File: src/rtl/core/u2a_pkg.sv
// Package for the UTF-8 to ASCII folder: shared types, constants and fold tables.
// Used by u2a_front, u2a_queue and utf8_to_ascii_folder_unit.
package u2a_pkg;

    localparam int MAX_CHARS = 4;
    localparam int QUEUE_DEPTH = 2;
    localparam logic [6:0] CH_QMARK = 7'h3f;
    localparam logic [6:0] CH_SPACE = 7'h20;

    // first character of each table sits in the top byte
    localparam logic [767:0] LATIN1_TAB = {
        " !????|???a\"????", "o?23'u?.,1o\"????", "AAAAAA?CEEEEIIII",
        "DNOOOOOxOUUUUY??", "aaaaaa?ceeeeiiii", "dnooooo/ouuuuy?y"};

    localparam logic [1023:0] LATIN_EXT_TAB = {
        "AaAaAaCcCcCcCcDd", "DdEeEeEeEeEeGgGg", "GgGgHhHhIiIiIiIi",
        "Ii??JjKkkLlLlLlL", "lLlNnNnNnnNnOoOo", "Oo??RrRrRrSsSsSs",
        "SsTtTtTtUuUuUuUu", "UuUuWwYyYZzZzZzs"};

    // one queue entry: up to four characters and a count
    typedef struct packed {
        logic [2:0]       count;
        logic [3:0][6:0]  chars;
    } run_t;

    function automatic logic [6:0] latin1_fold(input logic [6:0] idx);
        logic [6:0] rev;
        rev = 7'd95 - idx;
        return LATIN1_TAB[{rev, 3'b000} +: 7];
    endfunction

    function automatic logic [6:0] latin_ext_fold(input logic [6:0] idx);
        logic [6:0] rev;
        rev = 7'd127 - idx;
        return LATIN_EXT_TAB[{rev, 3'b000} +: 7];
    endfunction

    function automatic logic is_invisible(input logic [20:0] c);
        return c == 21'h00ad || (c >= 21'h0300 && c <= 21'h036f)
            || (c >= 21'h200b && c <= 21'h200f) || (c >= 21'h202a && c <= 21'h202e)
            || (c >= 21'h2060 && c <= 21'h206f) || (c >= 21'hfe00 && c <= 21'hfe0f)
            || c == 21'hfeff;
    endfunction

    function automatic logic [6:0] ascii_twin(input logic [20:0] c);
        if ((c >= 21'h2000 && c <= 21'h200a) || c == 21'h202f || c == 21'h205f
            || c == 21'h3000)
            return 7'h20;
        if ((c >= 21'h2010 && c <= 21'h2015) || c == 21'h2212)
            return 7'h2d;
        if ((c >= 21'h2018 && c <= 21'h201b) || c == 21'h2032 || c == 21'h2039
            || c == 21'h203a)
            return 7'h27;
        if ((c >= 21'h201c && c <= 21'h201f) || c == 21'h2033)
            return 7'h22;
        return CH_QMARK;
    endfunction

    function automatic run_t fold_code(input logic [20:0] c);
        run_t r;
        r.count = 3'd1;
        r.chars = '0;
        if (c < 21'h80) begin
            r.chars[0] = (c < 21'h20 || c == 21'h7f) ? CH_SPACE : c[6:0];
        end
        else if (c < 21'ha0) begin
            r.chars[0] = CH_SPACE;
        end
        else if (is_invisible(c)) begin
            r.count = 3'd0;
        end
        else begin
            r.count = 3'd2;
            case (c)
                21'h00c6: r.chars[1:0] = {7'h45, 7'h41};
                21'h00de: r.chars[1:0] = {7'h48, 7'h54};
                21'h00df: r.chars[1:0] = {7'h73, 7'h73};
                21'h00e6: r.chars[1:0] = {7'h65, 7'h61};
                21'h00fe: r.chars[1:0] = {7'h68, 7'h74};
                21'h0132: r.chars[1:0] = {7'h4a, 7'h49};
                21'h0133: r.chars[1:0] = {7'h6a, 7'h69};
                21'h0152: r.chars[1:0] = {7'h45, 7'h4f};
                21'h0153: r.chars[1:0] = {7'h65, 7'h6f};
                21'h2026:
                begin
                    r.count = 3'd3;
                    r.chars[2:0] = {7'h2e, 7'h2e, 7'h2e};
                end
                default:
                begin
                    r.count = 3'd1;
                    if (c <= 21'hff)
                        r.chars[0] = latin1_fold(7'(c - 21'ha0));
                    else if (c <= 21'h17f)
                        r.chars[0] = latin_ext_fold(c[6:0]);
                    else
                        r.chars[0] = ascii_twin(c);
                end
            endcase
        end
        return r;
    endfunction

endpackage

File: src/rtl/core/u2a_front.sv
// Front end: accepts bytes, runs the UTF-8 decoder state and folds code points
// into runs of characters. Depends on u2a_pkg.
module u2a_front (
    input  logic            clk,
    input  logic            rst_n,
    input  logic            in_valid,
    input  logic [7:0]      in_byte,
    input  logic            in_last,
    output logic            push,
    output u2a_pkg::run_t   run
);

    logic [20:0] partial_reg, partial_next;
    logic [2:0]  needed_reg, needed_next;
    logic [2:0]  held_reg, held_next;

    always_comb
    begin
        logic [20:0] c;
        logic [20:0] shortest;
        logic        fresh;
        logic [2:0]  pre;
        u2a_pkg::run_t f;
        partial_next = partial_reg;
        needed_next = needed_reg;
        held_next = held_reg;
        run.count = 3'd0;
        run.chars = {4{u2a_pkg::CH_QMARK}};
        fresh = 1'b0;
        pre = 3'd0;
        c = '0;
        shortest = '0;
        f = '0;
        if (needed_reg != 3'd0) begin
            if (in_byte[7:6] == 2'b10) begin
                c = {partial_reg[14:0], in_byte[5:0]};
                partial_next = c;
                held_next = held_reg + 3'd1;
                if (held_next >= needed_reg) begin
                    shortest = (needed_reg == 3'd2) ? 21'h80 :
                               (needed_reg == 3'd3) ? 21'h800 : 21'h10000;
                    partial_next = '0;
                    needed_next = 3'd0;
                    held_next = 3'd0;
                    if (c < shortest || c > 21'h10ffff || (c >= 21'hd800 && c <= 21'hdfff))
                        run.count = held_reg + 3'd1;
                    else
                        run = u2a_pkg::fold_code(c);
                end
                else if (in_last) begin
                    run.count = held_next;
                    partial_next = '0;
                    needed_next = 3'd0;
                    held_next = 3'd0;
                end
            end
            else begin
                pre = held_reg;
                fresh = 1'b1;
                partial_next = '0;
                needed_next = 3'd0;
                held_next = 3'd0;
            end
        end
        else begin
            fresh = 1'b1;
        end
        if (fresh) begin
            if (!in_byte[7]) begin
                f = u2a_pkg::fold_code({14'd0, in_byte[6:0]});
                run.count = pre + f.count;
                if (f.count != 3'd0)
                    run.chars[pre[1:0]] = f.chars[0];
            end
            else if (in_byte >= 8'hc2 && in_byte <= 8'hf4) begin
                needed_next = (in_byte < 8'he0) ? 3'd2 : (in_byte < 8'hf0) ? 3'd3 : 3'd4;
                partial_next = (in_byte < 8'he0) ? {16'd0, in_byte[4:0]} :
                               (in_byte < 8'hf0) ? {17'd0, in_byte[3:0]} :
                                                   {18'd0, in_byte[2:0]};
                held_next = 3'd1;
                run.count = pre;
                if (in_last) begin
                    run.count = pre + 3'd1;
                    partial_next = '0;
                    needed_next = 3'd0;
                    held_next = 3'd0;
                end
            end
            else begin
                run.count = pre + 3'd1;
            end
        end
    end

    assign push = in_valid && (run.count != 3'd0);

    always_ff @(posedge clk or negedge rst_n)
    begin
        if (!rst_n) begin
            partial_reg <= '0;
            needed_reg <= '0;
            held_reg <= '0;
        end
        else if (in_valid) begin
            partial_reg <= partial_next;
            needed_reg <= needed_next;
            held_reg <= held_next;
        end
    end

endmodule

File: src/rtl/core/u2a_queue.sv
// Run queue between decoder front end and character back end.
// Depends on u2a_pkg.
module u2a_queue #(
    parameter int DEPTH = u2a_pkg::QUEUE_DEPTH
) (
    input  logic            clk,
    input  logic            rst_n,
    input  logic            push,
    input  u2a_pkg::run_t   push_run,
    output logic            full,
    input  logic            pop,
    output logic            empty,
    output u2a_pkg::run_t   head
);

    localparam int AW = (DEPTH > 1) ? $clog2(DEPTH) : 1;

    u2a_pkg::run_t mem [DEPTH];
    logic [AW-1:0] wr_reg, rd_reg;
    logic [AW:0]   cnt_reg;

    assign full = cnt_reg == (AW+1)'(DEPTH);
    assign empty = cnt_reg == '0;
    assign head = mem[rd_reg];

    always_ff @(posedge clk)
    begin
        if (push)
            mem[wr_reg] <= push_run;
    end

    always_ff @(posedge clk or negedge rst_n)
    begin
        if (!rst_n) begin
            wr_reg <= '0;
            rd_reg <= '0;
            cnt_reg <= '0;
        end
        else begin
            if (push)
                wr_reg <= (wr_reg == AW'(DEPTH-1)) ? '0 : wr_reg + AW'(1);
            if (pop)
                rd_reg <= (rd_reg == AW'(DEPTH-1)) ? '0 : rd_reg + AW'(1);
            cnt_reg <= cnt_reg + (AW+1)'(push) - (AW+1)'(pop);
        end
    end

endmodule

File: src/rtl/core/utf8_to_ascii_folder_unit.sv
// Top level of the UTF-8 to ASCII folder: front end, run queue, character emitter.
// Depends on u2a_pkg, u2a_front and u2a_queue.
//
// Slave channel s_axis: one UTF-8 byte per word, tuser flags the string's last byte.
// Master channel m_axis: one printable ASCII character per word, tlast marks the
// last character of the run pushed for one input byte. Bytes that only extend a
// sequence or fold to an invisible mark produce no word.
// The decoder folds a byte in the cycle it is accepted and pushes its run of
// one to four characters, if any, into a small queue; the emitter sends one
// character per cycle from the head run while the receiver is ready. Throughput
// is one byte per cycle while the receiver is ready and each byte yields at most
// one character; a byte yielding several characters holds the output for each,
// so the output character rate (one per cycle) sets the sustained byte rate.
// s_axis_tready drops only when the queue is full; a stalled receiver holds
// the current character and the queue fills, then input stalls.
// Reset clears the decoder state and the queue; no partial sequence survives.
module utf8_to_ascii_folder_unit #(
    parameter int QUEUE_DEPTH = u2a_pkg::QUEUE_DEPTH
) (
    input  logic        clk,
    input  logic        rst_n,
    input  logic        s_axis_tvalid,
    output logic        s_axis_tready,
    input  logic [7:0]  s_axis_tdata,   // [7:0] in_byte
    input  logic        s_axis_tuser,   // [0] in_last
    output logic        m_axis_tvalid,
    input  logic        m_axis_tready,
    output logic [7:0]  m_axis_tdata,   // [6:0] out_char, [7] zero
    output logic        m_axis_tlast
);

    logic          push, full, empty, pop;
    u2a_pkg::run_t run, head;
    logic [1:0]    idx_reg;

    assign s_axis_tready = !full;

    u2a_front u_front (
        .clk      (clk),
        .rst_n    (rst_n),
        .in_valid (s_axis_tvalid && s_axis_tready),
        .in_byte  (s_axis_tdata),
        .in_last  (s_axis_tuser),
        .push     (push),
        .run      (run)
    );

    u2a_queue #(.DEPTH(QUEUE_DEPTH)) u_queue (
        .clk      (clk),
        .rst_n    (rst_n),
        .push     (push),
        .push_run (run),
        .full     (full),
        .pop      (pop),
        .empty    (empty),
        .head     (head)
    );

    assign m_axis_tvalid = !empty;
    assign m_axis_tdata = {1'b0, head.chars[idx_reg]};
    assign m_axis_tlast = ({1'b0, idx_reg} + 3'd1) == head.count;
    assign pop = m_axis_tvalid && m_axis_tready && m_axis_tlast;

    always_ff @(posedge clk or negedge rst_n)
    begin
        if (!rst_n)
            idx_reg <= '0;
        else if (m_axis_tvalid && m_axis_tready)
            idx_reg <= m_axis_tlast ? 2'd0 : idx_reg + 2'd1;
    end

endmodule
File: config.mk
export PLATFORM = sky130hd
export DESIGN_NAME = utf8_to_ascii_folder_unit
export DESIGN_NICKNAME = d
export VERILOG_FILES = /design/src/rtl/core/u2a_pkg.sv /design/src/rtl/core/u2a_front.sv /design/src/rtl/core/u2a_queue.sv /design/src/rtl/core/utf8_to_ascii_folder_unit.sv
export SDC_FILE = /design/constraint.sdc
export NUM_CORES = 1
export LEC_CHECK = 0
export ABC_AREA = 1
export BUFFER_PORTS_ARGS = -buffer_cell sky130_fd_sc_hd__buf_4
export CAP_MARGIN = 20
export CORE_MARGIN = 3
export CORE_UTILIZATION = 64
export CTS_CLUSTER_DIAMETER = 80
export DETAILED_ROUTE_END_ITERATION = 7
export GPL_TIMING_DRIVEN = 0
export PLACE_DENSITY = 0.84
export SETUP_SLACK_MARGIN = 0.02
export SLEW_MARGIN = 30
export SYNTH_ARGS = -nofsm -noshare
export SYNTH_HDL_FRONTEND = slang
export SYNTH_SLANG_ARGS = --single-unit
File: constraint.sdc
create_clock -name clk -period 4 [get_ports clk]
set_input_delay 0.4 -clock clk [delete_from_list [all_inputs] [get_ports clk]]
set_output_delay 0.4 -clock clk [all_outputs]
set_load 0.005 [all_outputs]
==> results.sh, run 1 <==
export IMPL_power_density_mw_per_mm2=584
export IMPL_critPathKind="input pin to register"
export IMPL_crit_buf_inv=5
export IMPL_synth_ff_type="edfxtp_1"
export IMPL_syn_area_sq_mm=0.00726
export IMPL_maxCapViolCount=0
export IMPL_drive_gt1_frac=0.109
export IMPL_layoutNonFillerInstCount=1232
export IMPL_grt_max_degree=32
export IMPL_fmax_mhz=278
export IMPL_overflow=0
export IMPL_num_antenna_cells=0
export IMPL_grt_pass1_vias=7199
export IMPL_met1_length_um=9130
export IMPL_cp_arrival_ns=3.58
export IMPL_hpwl_um=17300
export IMPL_cts_made_buffers=9
export IMPL_finalCriticalPeriod_ns=3.59
export IMPL_worst_slack_ns=0.406
export IMPL_whs_ns=0.439
export IMPL_viasPerCell=6.29
export IMPL_first_iter_violations=1240
export IMPL_crit_path_top_delay_cell="inv_2"
export IMPL_synth_edf_count=62
export IMPL_die_h_um=113
export IMPL_crit_top_cell="nand2_1"
export IMPL_rows=38
export IMPL_path_cells="buf_4, buf_4, inv_1, ha_1, nand2_2, nor2_2, inv_1, nor2_1, nand3_2, nand2_1, nor2_1, nand2_1, nand2_1, nand3_1, nand2_1, nand2_1, nor2_1, nand2_1, nand3_1, inv_2"
export IMPL_synth_largest_area_cell="edfxtp_1"
export IMPL_start_kind="input pin"
export IMPL_crit_required_ns=3.98
export IMPL_ys_ff_latch=89
export IMPL_die_area_sq_mm=0.0127
export IMPL_io_pins=24
export IMPL_numClockSinks=89
export IMPL_multi_input_area_sq_mm=0.00414
export IMPL_finalCritPeriodShare=0.899
export IMPL_wl_per_cell_um=19.1
export IMPL_nets=1127
export IMPL_path_clk_slew_ns=0.07
export IMPL_rsz0062_at_grt="false"
export IMPL_critPathCaptureType="register"
export IMPL_syn2layout_area_growth_pct=9.91
export IMPL_register_area_sq_mm=0.00254
export IMPL_status="complete, but fails checks"
export IMPL_dp_slack_ns=0.0441
export IMPL_core_area_sq_mm=0.0110
export IMPL_clk_path_buf_depth=2
export IMPL_dp_cells=1210
export IMPL_hold_viol=0
export IMPL_finalMaxSlewViolations=0
export IMPL_clockRootBuffer="clkbuf_16"
export IMPL_leakagePower_nw=3.48
export IMPL_fin_util=0.726
export IMPL_fillers=912
export IMPL_crit_fanout=31
export IMPL_critPathTopFamily="simple AND/OR/NAND/NOR gates"
export IMPL_ys_top_cells_by_area="edfxtp_1 26%, nand2_1 13%, dfrtp_1 9.3%, nor2_1 8.5%, o21ai_0 6.0%"
export IMPL_grt_pass1_wl_um=36800
export IMPL_cts_tree="yes"
export IMPL_ys_seq_area_frac=0.350
export IMPL_antenna_found_initial=0
export IMPL_ys_types=51
export IMPL_tightest_slew_ns=0.766
export IMPL_grt_total_usage=0.369
export IMPL_vdd_drop_max_mv=0.490
export IMPL_num_vias=7745
export IMPL_highest_layer="met4"
export IMPL_fin_area_sq_mm=0.00798
export IMPL_initial_core_util=0.661
export IMPL_htreeDepth=3
export IMPL_synth_warnings=0
export IMPL_setup_viol=0
export IMPL_wl_met2_um=10800
export IMPL_dr_wl_met3_um=2520
export IMPL_io_buffers=21
export IMPL_first_pass_iters=8
export IMPL_drc=1
export IMPL_gp_congestion=1.05
export IMPL_avgSynthCellArea_sq_um=6.93
export IMPL_fp_dieW_um=113
export IMPL_slowest_delay_ns=0.52
export IMPL_netlist_instances=1048
export IMPL_largest_reg_flops=62
export IMPL_relSlewSlack=0.486
export IMPL_syn_nets=1088
export IMPL_violations="design-rule violations"
export IMPL_placed_area_sq_mm=0.00761
export IMPL_yosysTopAreaCellShare=0.256
export IMPL_ant_nets=0
export IMPL_fin_worst_skew_ns=0.00719
export IMPL_routed_wirelength_um=23600
export IMPL_clk_latency_ns=0.35
export IMPL_hold_class="input pin to register"
export IMPL_async_flop_share=0.303
==> synthesized netlist by cell type, types with 14 or more instances <==
| master | count |
|---|---|
| nand2_1 | 244 |
| nor2_1 | 164 |
| inv_1 | 100 |
| o21ai_0 | 87 |
| nand3_1 | 77 |
| edfxtp_1 | 62 |
| a21oi_1 | 45 |
| dfrtp_1 | 27 |
| ha_1 | 27 |
| o22ai_1 | 23 |
| nor3_1 | 19 |
| clkbuf_1 | 15 |
| nor2_2 | 15 |
| nand4_1 | 14 |
==> area by class of cell <==
| class | count | area share |
|---|---|---|
| plain buffers | 31 | 0.0212 |
| clock buffers | 10 | 0.0287 |
| clock inverters | 6 | 0.00941 |
| inverters | 113 | 0.0532 |
| multi-input cells | 815 | 0.518 |
| flip-flops and latches | 89 | 0.318 |
| well taps | 140 | 0.0220 |
| repair buffers | 28 | 0.0292 |
==> worst min-delay path, delay by kind of cell <==
| family | cells | cell delay [ns] |
|---|---|---|
| AOI/OAI and AO/OA | 2 | 0.16 |
| buffers and inverters | 1 | 0.12 |
| and+or+nand+nor | 1 | 0.06 |
==> final timing paths <==
path / from / slack (ns) / to / depth (start not counted)
min in group asynchronous: rst_n / 0.52 / u_front.partial_reg[11] / 2
worst max-delay path: s_axis_tdata[0] / 0.41 / u_queue.mem[0][11] / 20
worst max register to register: u_front.held_reg[0] / 0.84 / u_queue.mem[0][11] / 15
max in group asynchronous: rst_n / 3.20 / u_queue.cnt_reg[0] / 2
worst min register to register: u_queue.wr_reg / 0.49 / u_queue.wr_reg / 2
worst min-delay path: s_axis_tuser / 0.44 / u_front.partial_reg[1] / 4
==> cells in the final DEF (no fill, tap or decap), drive strengths merged, types with 2 or more instances in the layout <==
master,count
nand4,14
edfxtp,62
o221ai,2
a22oi,4
clkbuf,25
o211ai,8
a21oi,45
o21ai,93
o21a,2
nand3b,4
nand3,82
nor2,189
inv,114
clkinv,3
ha,27
o31ai,6
o32ai,2
buf,43
a21boi,5
dfrtp,27
a211oi,4
nand2,257
a31oi,10
xor2,3
nor3,19
xnor2,4
o22ai,23
or2,3
==> where the power goes <==
part	leakage (nW)	internal (mW)	total (mW)	switching [mW]
clock	0.145	0.493	0.870	0.377
combinational	2.52	0.799	2.54	1.74
sequential	0.817	1.16	1.25	0.0896
total	3.48	2.45	4.66	2.21
==> repair_timing <==
action	in CTS	in global routing
hold endpoints to repair	27	0
gates resized for setup	0	0
setup buffers	0	5
hold buffers	1	0
endpoints found under the setup margin	0	10
==> routing by layer <==
| layer | GRT usage | vias up |
|---|---|---|
| li1 | - | 3611 |
| met4 | 0.156 | 0 |
| met2 | 0.607 | 544 |
| met5 | 0 | - |
| met1 | 0.476 | 3487 |
| met3 | 0.0739 | 103 |
==> cells by family (layout without fill, tap and decap cells) <==
kind of cell | count (synthesis) | count (layout) | share of synthesized area
buffers and inverters | 144 | 188 | 0.0817
adder cells (fa/ha/maj) | 27 | 27 | 0.0465
other | 1 | 1 | 0.000517
AND/OR/NAND/NOR | 570 | 570 | 0.346
XOR/XNOR | 7 | 7 | 0.00845
AO/OA/AOI/OAI | 210 | 210 | 0.167
flip-flops | 89 | 89 | 0.350
==> per-stage QoR <==
| step | TNS, ns | total power [mW] |
|---|---|---|
| 3_3_place_gp | -43.08 | 3.61 |
| 4_1_cts | 0 | 4.53 |
| 5_1_grt | 0 | 4.93 |
| 6_report | 0 | 4.66 |
| 2_1_floorplan | 0 | 2.91 |
| 3_5_place_dp | 0 | 3.65 |
Power figures use the tool's default switching activity.
==> run 2: changes to the inputs <==
--- a/config.mk
+++ b/config.mk
@@ -18,4 +18,5 @@
 export SLEW_MARGIN = 30
 export SYNTH_ARGS = -nofsm -noshare
 export SYNTH_HDL_FRONTEND = slang
+export SYNTH_HIERARCHICAL = 1
 export SYNTH_SLANG_ARGS = --single-unit
==> results.sh, run 2 <==
export IMPL_grt_pass1_wl_um=37200
export IMPL_rsz0062_at_grt="false"
export IMPL_cp_arrival_ns=3.70
export IMPL_cts_resized=0
export IMPL_dp_cells=1275
export IMPL_layoutNonFillerInstCount=1292
export IMPL_fin_area_sq_mm=0.00853
export IMPL_clk_path_buf_depth=2
export IMPL_whs_ns=0.413
export IMPL_first_iter_violations=1066
export IMPL_leakagePower_nw=3.89
export IMPL_drive_gt1_frac=0.182
export IMPL_crit_required_ns=4.04
export IMPL_relSlewSlack=0.477
export IMPL_cts_made_buffers=9
export IMPL_num_antenna_cells=0
export IMPL_die_h_um=117
export IMPL_synth_ff_type="edfxtp_1"
export IMPL_critPathKind="register to register"
export IMPL_critPathCaptureType="register"
export IMPL_netlist_instances=1111
export IMPL_routed_wirelength_um=24100
export IMPL_fmax_mhz=273
export IMPL_cts_tree="yes"
export IMPL_vdd_drop_max_mv=0.282
export IMPL_io_buffers=20
export IMPL_syn_nets=1150
export IMPL_wl_per_cell_um=18.7
export IMPL_hold_viol=0
export IMPL_num_vias=7865
export IMPL_ys_ff_latch=89
export IMPL_antenna_found_initial=0
export IMPL_viasPerCell=6.09
export IMPL_io_pins=24
export IMPL_rows=39
export IMPL_fin_util=0.728
export IMPL_grt_pass1_vias=7138
export IMPL_hold_buffers=1
export IMPL_clk_latency_ns=0.34
export IMPL_setup_viol=0
export IMPL_grt_total_usage=0.357
export IMPL_clockRootBuffer="clkbuf_16"
export IMPL_dp_slack_ns=0.295
export IMPL_initial_core_util=0.671
export IMPL_avgSynthCellArea_sq_um=7.07
export IMPL_hold_class="input pin to register"
export IMPL_post_cts_buffers=0
export IMPL_crit_path_top_delay_cell="dfrtp_1"
export IMPL_nets=1183
export IMPL_placed_area_sq_mm=0.00822
export IMPL_drc=0
export IMPL_synth_largest_area_cell="edfxtp_1"
export IMPL_hpwl_um=18000
export IMPL_power_density_mw_per_mm2=571
export IMPL_maxCapViolCount=0
export IMPL_die_area_sq_mm=0.0136
export IMPL_status="complete, no violations"
export IMPL_finalMaxSlewViolations=0
export IMPL_slowest_delay_ns=0.45
export IMPL_synth_common_cells="279 x nand2_1, 128 x inv_1, 128 x nor2_1"
export IMPL_ys_top_cells_by_area="edfxtp_1 24%, nand2_1 13%, dfrtp_1 8.6%, inv_1 6.1%, nor2_1 6.1%"
export IMPL_syn_area_sq_mm=0.00785
export IMPL_finalCritPeriodShare=0.915
export IMPL_gp_congestion=1.04
export IMPL_htreeDepth=3
export IMPL_first_pass_iters=7
export IMPL_path_cells="ha_1, xor2_1, ha_1, nand2_1, nor2_1, a211oi_1, nand2_1, inv_1, nand2_1, nor3_1, a21oi_1, nand3_1, nor2_1, nor2_1, inv_1, nor2_4, buf_16"
export IMPL_tightest_slew_ns=0.784
export IMPL_start_kind="register"
export IMPL_final_cell_mix="279 x nand2_1, 127 x nor2_1, 127 x inv_1, 78 x nand3_1, 62 x edfxtp_1"
export IMPL_largest_reg_flops=62
export IMPL_ys_types=54
export IMPL_path_clk_slew_ns=0.06
export IMPL_ys_seq_area_frac=0.323
export IMPL_crit_buf_inv=3
export IMPL_syn2layout_area_growth_pct=8.62
export IMPL_critPathTopFamily="simple AND/OR/NAND/NOR gates"
export IMPL_grt_max_degree=32
export IMPL_synth_most_common_cell="nand2_1"
export IMPL_async_flop_share=0.303
export IMPL_crit_fanout=21
export IMPL_yosysTopAreaCellShare=0.237
export IMPL_finalCriticalPeriod_ns=3.66
export IMPL_worst_slack_ns=0.338
export IMPL_ant_nets=0
export IMPL_synth_warnings=6
export IMPL_core_area_sq_mm=0.0117
export IMPL_fin_worst_skew_ns=0.00780
export IMPL_synth_edf_count=62
export IMPL_final_common_cell="nand2_1"
export IMPL_overflow=0
export IMPL_numClockSinks=89
export IMPL_fp_dieW_um=117
-- run 2: worst min-delay path, cell delays in order --
cell and delay [ns]:
buf_4 0.11, nor2_1 0.07, nand2_1 0.06, o21ai_0 0.06
-- run 2: through the flow --
| stage | setup TNS [ns] | total power, mW |
|---|---|---|
| after floorplan | 0 | 3.19 |
| after global placement | -11.11 | 3.87 |
| after detailed placement | 0 | 3.95 |
| after CTS | 0 | 4.81 |
| after global routing | 0 | 5.16 |
| final | 0 | 4.87 |
-- run 2: layer usage --
layer  share of wire  global-route usage
met5               0                   0
met3           0.096              0.0720
met4           0.043               0.154
met1            0.40               0.464
met2            0.46               0.580
-- run 2: cell type report --
class / instances / area, sq um
plain buffers: 38 / 319
flip-flops and latches: 89 / 2540
clock inverters: 3 / 20.0
clock buffers: 13 / 283
inverters: 154 / 589
repair buffers: 22 / 188
well taps: 143 / 179
fillers: 946 / 3180
multi-input cells: 830 / 4410
-- run 2: final timing paths --
path	start	end	slack, ns	cells past startpoint
worst min register to register	u_front/partial_reg[14]	u_front/partial_reg[14]	0.57	2
min in group asynchronous	rst_n	u_queue/rd_reg	0.55	2
worst min-delay path	s_axis_tuser	u_front/held_reg[0]	0.41	4
worst max-delay path	u_front/held_reg[0]	u_queue/mem[0][11]	0.34	17
worst max register to register	u_front/held_reg[0]	u_queue/mem[0][11]	0.34	17
max in group asynchronous	rst_n	u_front/partial_reg[7]	3.17	2
-- run 2: cells by family (layout without fill, tap and decap cells) --
group | Yosys count | after routing | share of synthesized area
buf+inv | 192 | 230 | 0.116
other cells | 1 | 1 | 0.000478
flops | 89 | 89 | 0.323
compound gates | 208 | 208 | 0.168
xor+xnor | 4 | 4 | 0.00446
fa+ha+maj | 26 | 26 | 0.0414
simple gates | 591 | 591 | 0.346
-- run 2: where the power goes --
group	leakage, nW	switching [mW]	internal [mW]	total [mW]
Sequential	0.821	0.0882	1.16	1.25
Clock	0.144	0.345	0.497	0.843
Combinational	2.93	1.82	0.965	2.78
==> run 3: changes to the inputs <==
--- a/config.mk
+++ b/config.mk
@@ -7,7 +7,7 @@
 export LEC_CHECK = 0
 export ABC_AREA = 1
 export BUFFER_PORTS_ARGS = -buffer_cell sky130_fd_sc_hd__buf_4
-export CAP_MARGIN = 20
+export CORE_ASPECT_RATIO = 0.6
 export CORE_MARGIN = 3
 export CORE_UTILIZATION = 64
 export CTS_CLUSTER_DIAMETER = 80
==> results.sh, run 3 (same netlist as run 2, synthesis figures left out) <==
export IMPL_maxCapViolCount=0
export IMPL_final_cell_mix="279 x nand2_1, 127 x nor2_1, 127 x inv_1, 78 x nand3_1, 62 x edfxtp_1"
export IMPL_worst_r2r_setup_slack_ns=0.24
export IMPL_fp_dieW_um=149
export IMPL_crit_required_ns=4.05
export IMPL_switching_share=0.479
export IMPL_relSlewSlack=0.483
export IMPL_finalMaxSlewViolations=0
export IMPL_grt_max_degree=32
export IMPL_hold_class="input pin to register"
export IMPL_hold_depth=4
export IMPL_crit_fanout=7
export IMPL_die_h_um=91.8
export IMPL_critPathKind="register to register"
export IMPL_initial_core_util=0.675
export IMPL_power_density_mw_per_mm2=586
export IMPL_gp_congestion=1.13
export IMPL_die_area_sq_mm=0.0137
export IMPL_first_iter_violations=1468
export IMPL_overflow=0
export IMPL_pwr_share_comb=0.586
export IMPL_grt_pass1_vias=7696
export IMPL_fin_util=0.736
export IMPL_hold_start="s_axis_tuser"
export IMPL_num_vias=8411
export IMPL_critPathTopFamily="simple AND/OR/NAND/NOR gates"
export IMPL_num_antenna_cells=0
export IMPL_rr_worst_depth=17
export IMPL_crit_path_top_delay_cell="dfrtp_1"
export IMPL_tns_ns=0
export IMPL_viasPerCell=6.41
export IMPL_finalCritPeriodShare=0.941
export IMPL_grt_pass1_wl_um=42400
export IMPL_path_clk_slew_ns=0.06
export IMPL_hold_end="u_front/partial_reg[4]"
export IMPL_cp_arrival_ns=3.82
export IMPL_setup_viol=0
export IMPL_io_pins=24
export IMPL_vdd_drop_max_mv=0.402
export IMPL_core_area_sq_mm=0.0116
export IMPL_fin_worst_skew_ns=0.0113
export IMPL_clock_power_share=0.164
export IMPL_critPathCaptureType="register"
export IMPL_clk_latency_ns=0.35
export IMPL_leakagePower_nw=3.91
export IMPL_wl_per_cell_um=21.1
export IMPL_dp_cells=1292
export IMPL_path_cells="ha_1, xor2_1, ha_1, nand2_1, nor2_1, a211oi_1, nand2_1, inv_1, nand2_1, nor3_1, a21oi_1, nand3_1, nor2_1, nor2_1, inv_1, nor2_4, buf_4"
export IMPL_dr_wl_met3_um=5590
export IMPL_cts_made_buffers=9
export IMPL_hold_viol=0
export IMPL_antenna_found_initial=1
export IMPL_syn2layout_area_growth_pct=9.08
export IMPL_cts_tree="yes"
export IMPL_fin_area_sq_mm=0.00857
export IMPL_largest_reg_flops=62
export IMPL_rsz0062_at_grt="false"
export IMPL_drive_gt1_frac=0.185
export IMPL_final_common_cell="nand2_1"
export IMPL_r2r_start="u_front/held_reg[0]"
export IMPL_finalCriticalPeriod_ns=3.76
export IMPL_total_power_mw=5.02
export IMPL_crit_buf_inv=3
export IMPL_wl_met2_um=10500
export IMPL_p_sw_mw=2.41
export IMPL_layoutNonFillerInstCount=1312
export IMPL_io_buffers=20
export IMPL_clk_path_buf_depth=2
export IMPL_p_seq_frac=0.249
export IMPL_grt_total_usage=0.406
export IMPL_first_pass_iters=7
export IMPL_r2r_end="u_queue/mem[0][6]"
export IMPL_rows=30
export IMPL_fmax_mhz=266
export IMPL_htreeDepth=3
export IMPL_routed_wirelength_um=27700
export IMPL_tightest_slew_ns=0.775
export IMPL_placed_area_sq_mm=0.00824
export IMPL_ant_nets=0
export IMPL_numClockSinks=89
export IMPL_highest_layer="met5"
export IMPL_status="complete, no violations"
export IMPL_nets=1187
export IMPL_start_kind="register"
export IMPL_clockRootBuffer="clkbuf_16"
export IMPL_slowest_delay_ns=0.49
export IMPL_power_internal_mw=2.61
export IMPL_hpwl_um=20900
export IMPL_drc=0
export IMPL_met1_length_um=11000
run 3: cell types whose count changed in the layout (fill, tap and decap cells not counted), sizes merged:
cell    previous run  this run
buf               54        58
clkbuf            18        14
clkinv             2         5
bufinv             0         1
inv              154       153
run 3: worst max-delay path by stage:
| stage | slack (ns) | to | cells past startpoint | start |
|---|---|---|---|---|
| after detailed placement | 0.14 | u_queue/mem[0][2] | 22 | s_axis_tdata[0] |
| after CTS | 0.22 | u_queue/mem[0][15] | 17 | u_front/held_reg[0] |
| after floorplan | 0.52 | u_queue/mem[0][0] | 16 | u_front/held_reg[0] |
| after global routing | 0.06 | u_queue/mem[0][6] | 17 | u_front/held_reg[0] |
| after global placement | -0.46 | u_queue/mem[0][2] | 21 | s_axis_tdata[0] |
| final | 0.24 | u_queue/mem[0][6] | 17 | u_front/held_reg[0] |
run 3: layout make-up:
type | instances | area (sq um)
sequential | 89 | 2540
inverter | 154 | 592
tap | 160 | 200
multi-input combinational | 830 | 4410
clock buffer | 9 | 225
buffer | 38 | 319
clock inverter | 6 | 60.1
fill | 897 | 3070
timing repair buffer | 26 | 218
run 3: stage by stage:
step / setup WS, ns / hold WS (ns)
finish: 0.235 / 0.422
global route: 0.0605 / 0.431
CTS: 0.218 / 0.414
detailed placement: 0.138 / 0.329
global placement: -0.460 / 0.326
floorplan: 0.517 / 0.104
run 3: power by group through the flow:
stage	sequential (mW)	combinational (mW)	clock, mW
floorplan	1.24	1.95	0
global placement	1.26	2.67	0
detailed placement	1.27	2.75	0
CTS	1.25	2.78	0.823
global route	1.26	3.14	0.866
finish	1.25	2.94	0.824
run 3: worst reg2reg max path, stage by stage (launching register included):
cell,delay (ns)
dfrtp_1,0.49
ha_1,0.25
xor2_1,0.32
ha_1,0.33
nand2_1,0.09
nor2_1,0.05
a211oi_1,0.17
nand2_1,0.13
inv_1,0.19
nand2_1,0.13
nor3_1,0.16
a21oi_1,0.08
nand3_1,0.12
nor2_1,0.05
nor2_1,0.27
inv_1,0.12
nor2_4,0.29
buf_4,0.23
run 3: repair_timing:
item                                    4_1_cts  5_1_grt
gates resized for setup                       0        2
hold endpoints to repair                     27        0
hold buffers                                  1        0
setup buffers                                 0        4
endpoints found under the setup margin        0       50
run 3: metal layers:
layer	GRT usage	up-vias
met2	0.517	775
met1	0.585	3801
met4	0.0838	2
li1	-	3726
met5	0.0192	-
met3	0.240	107
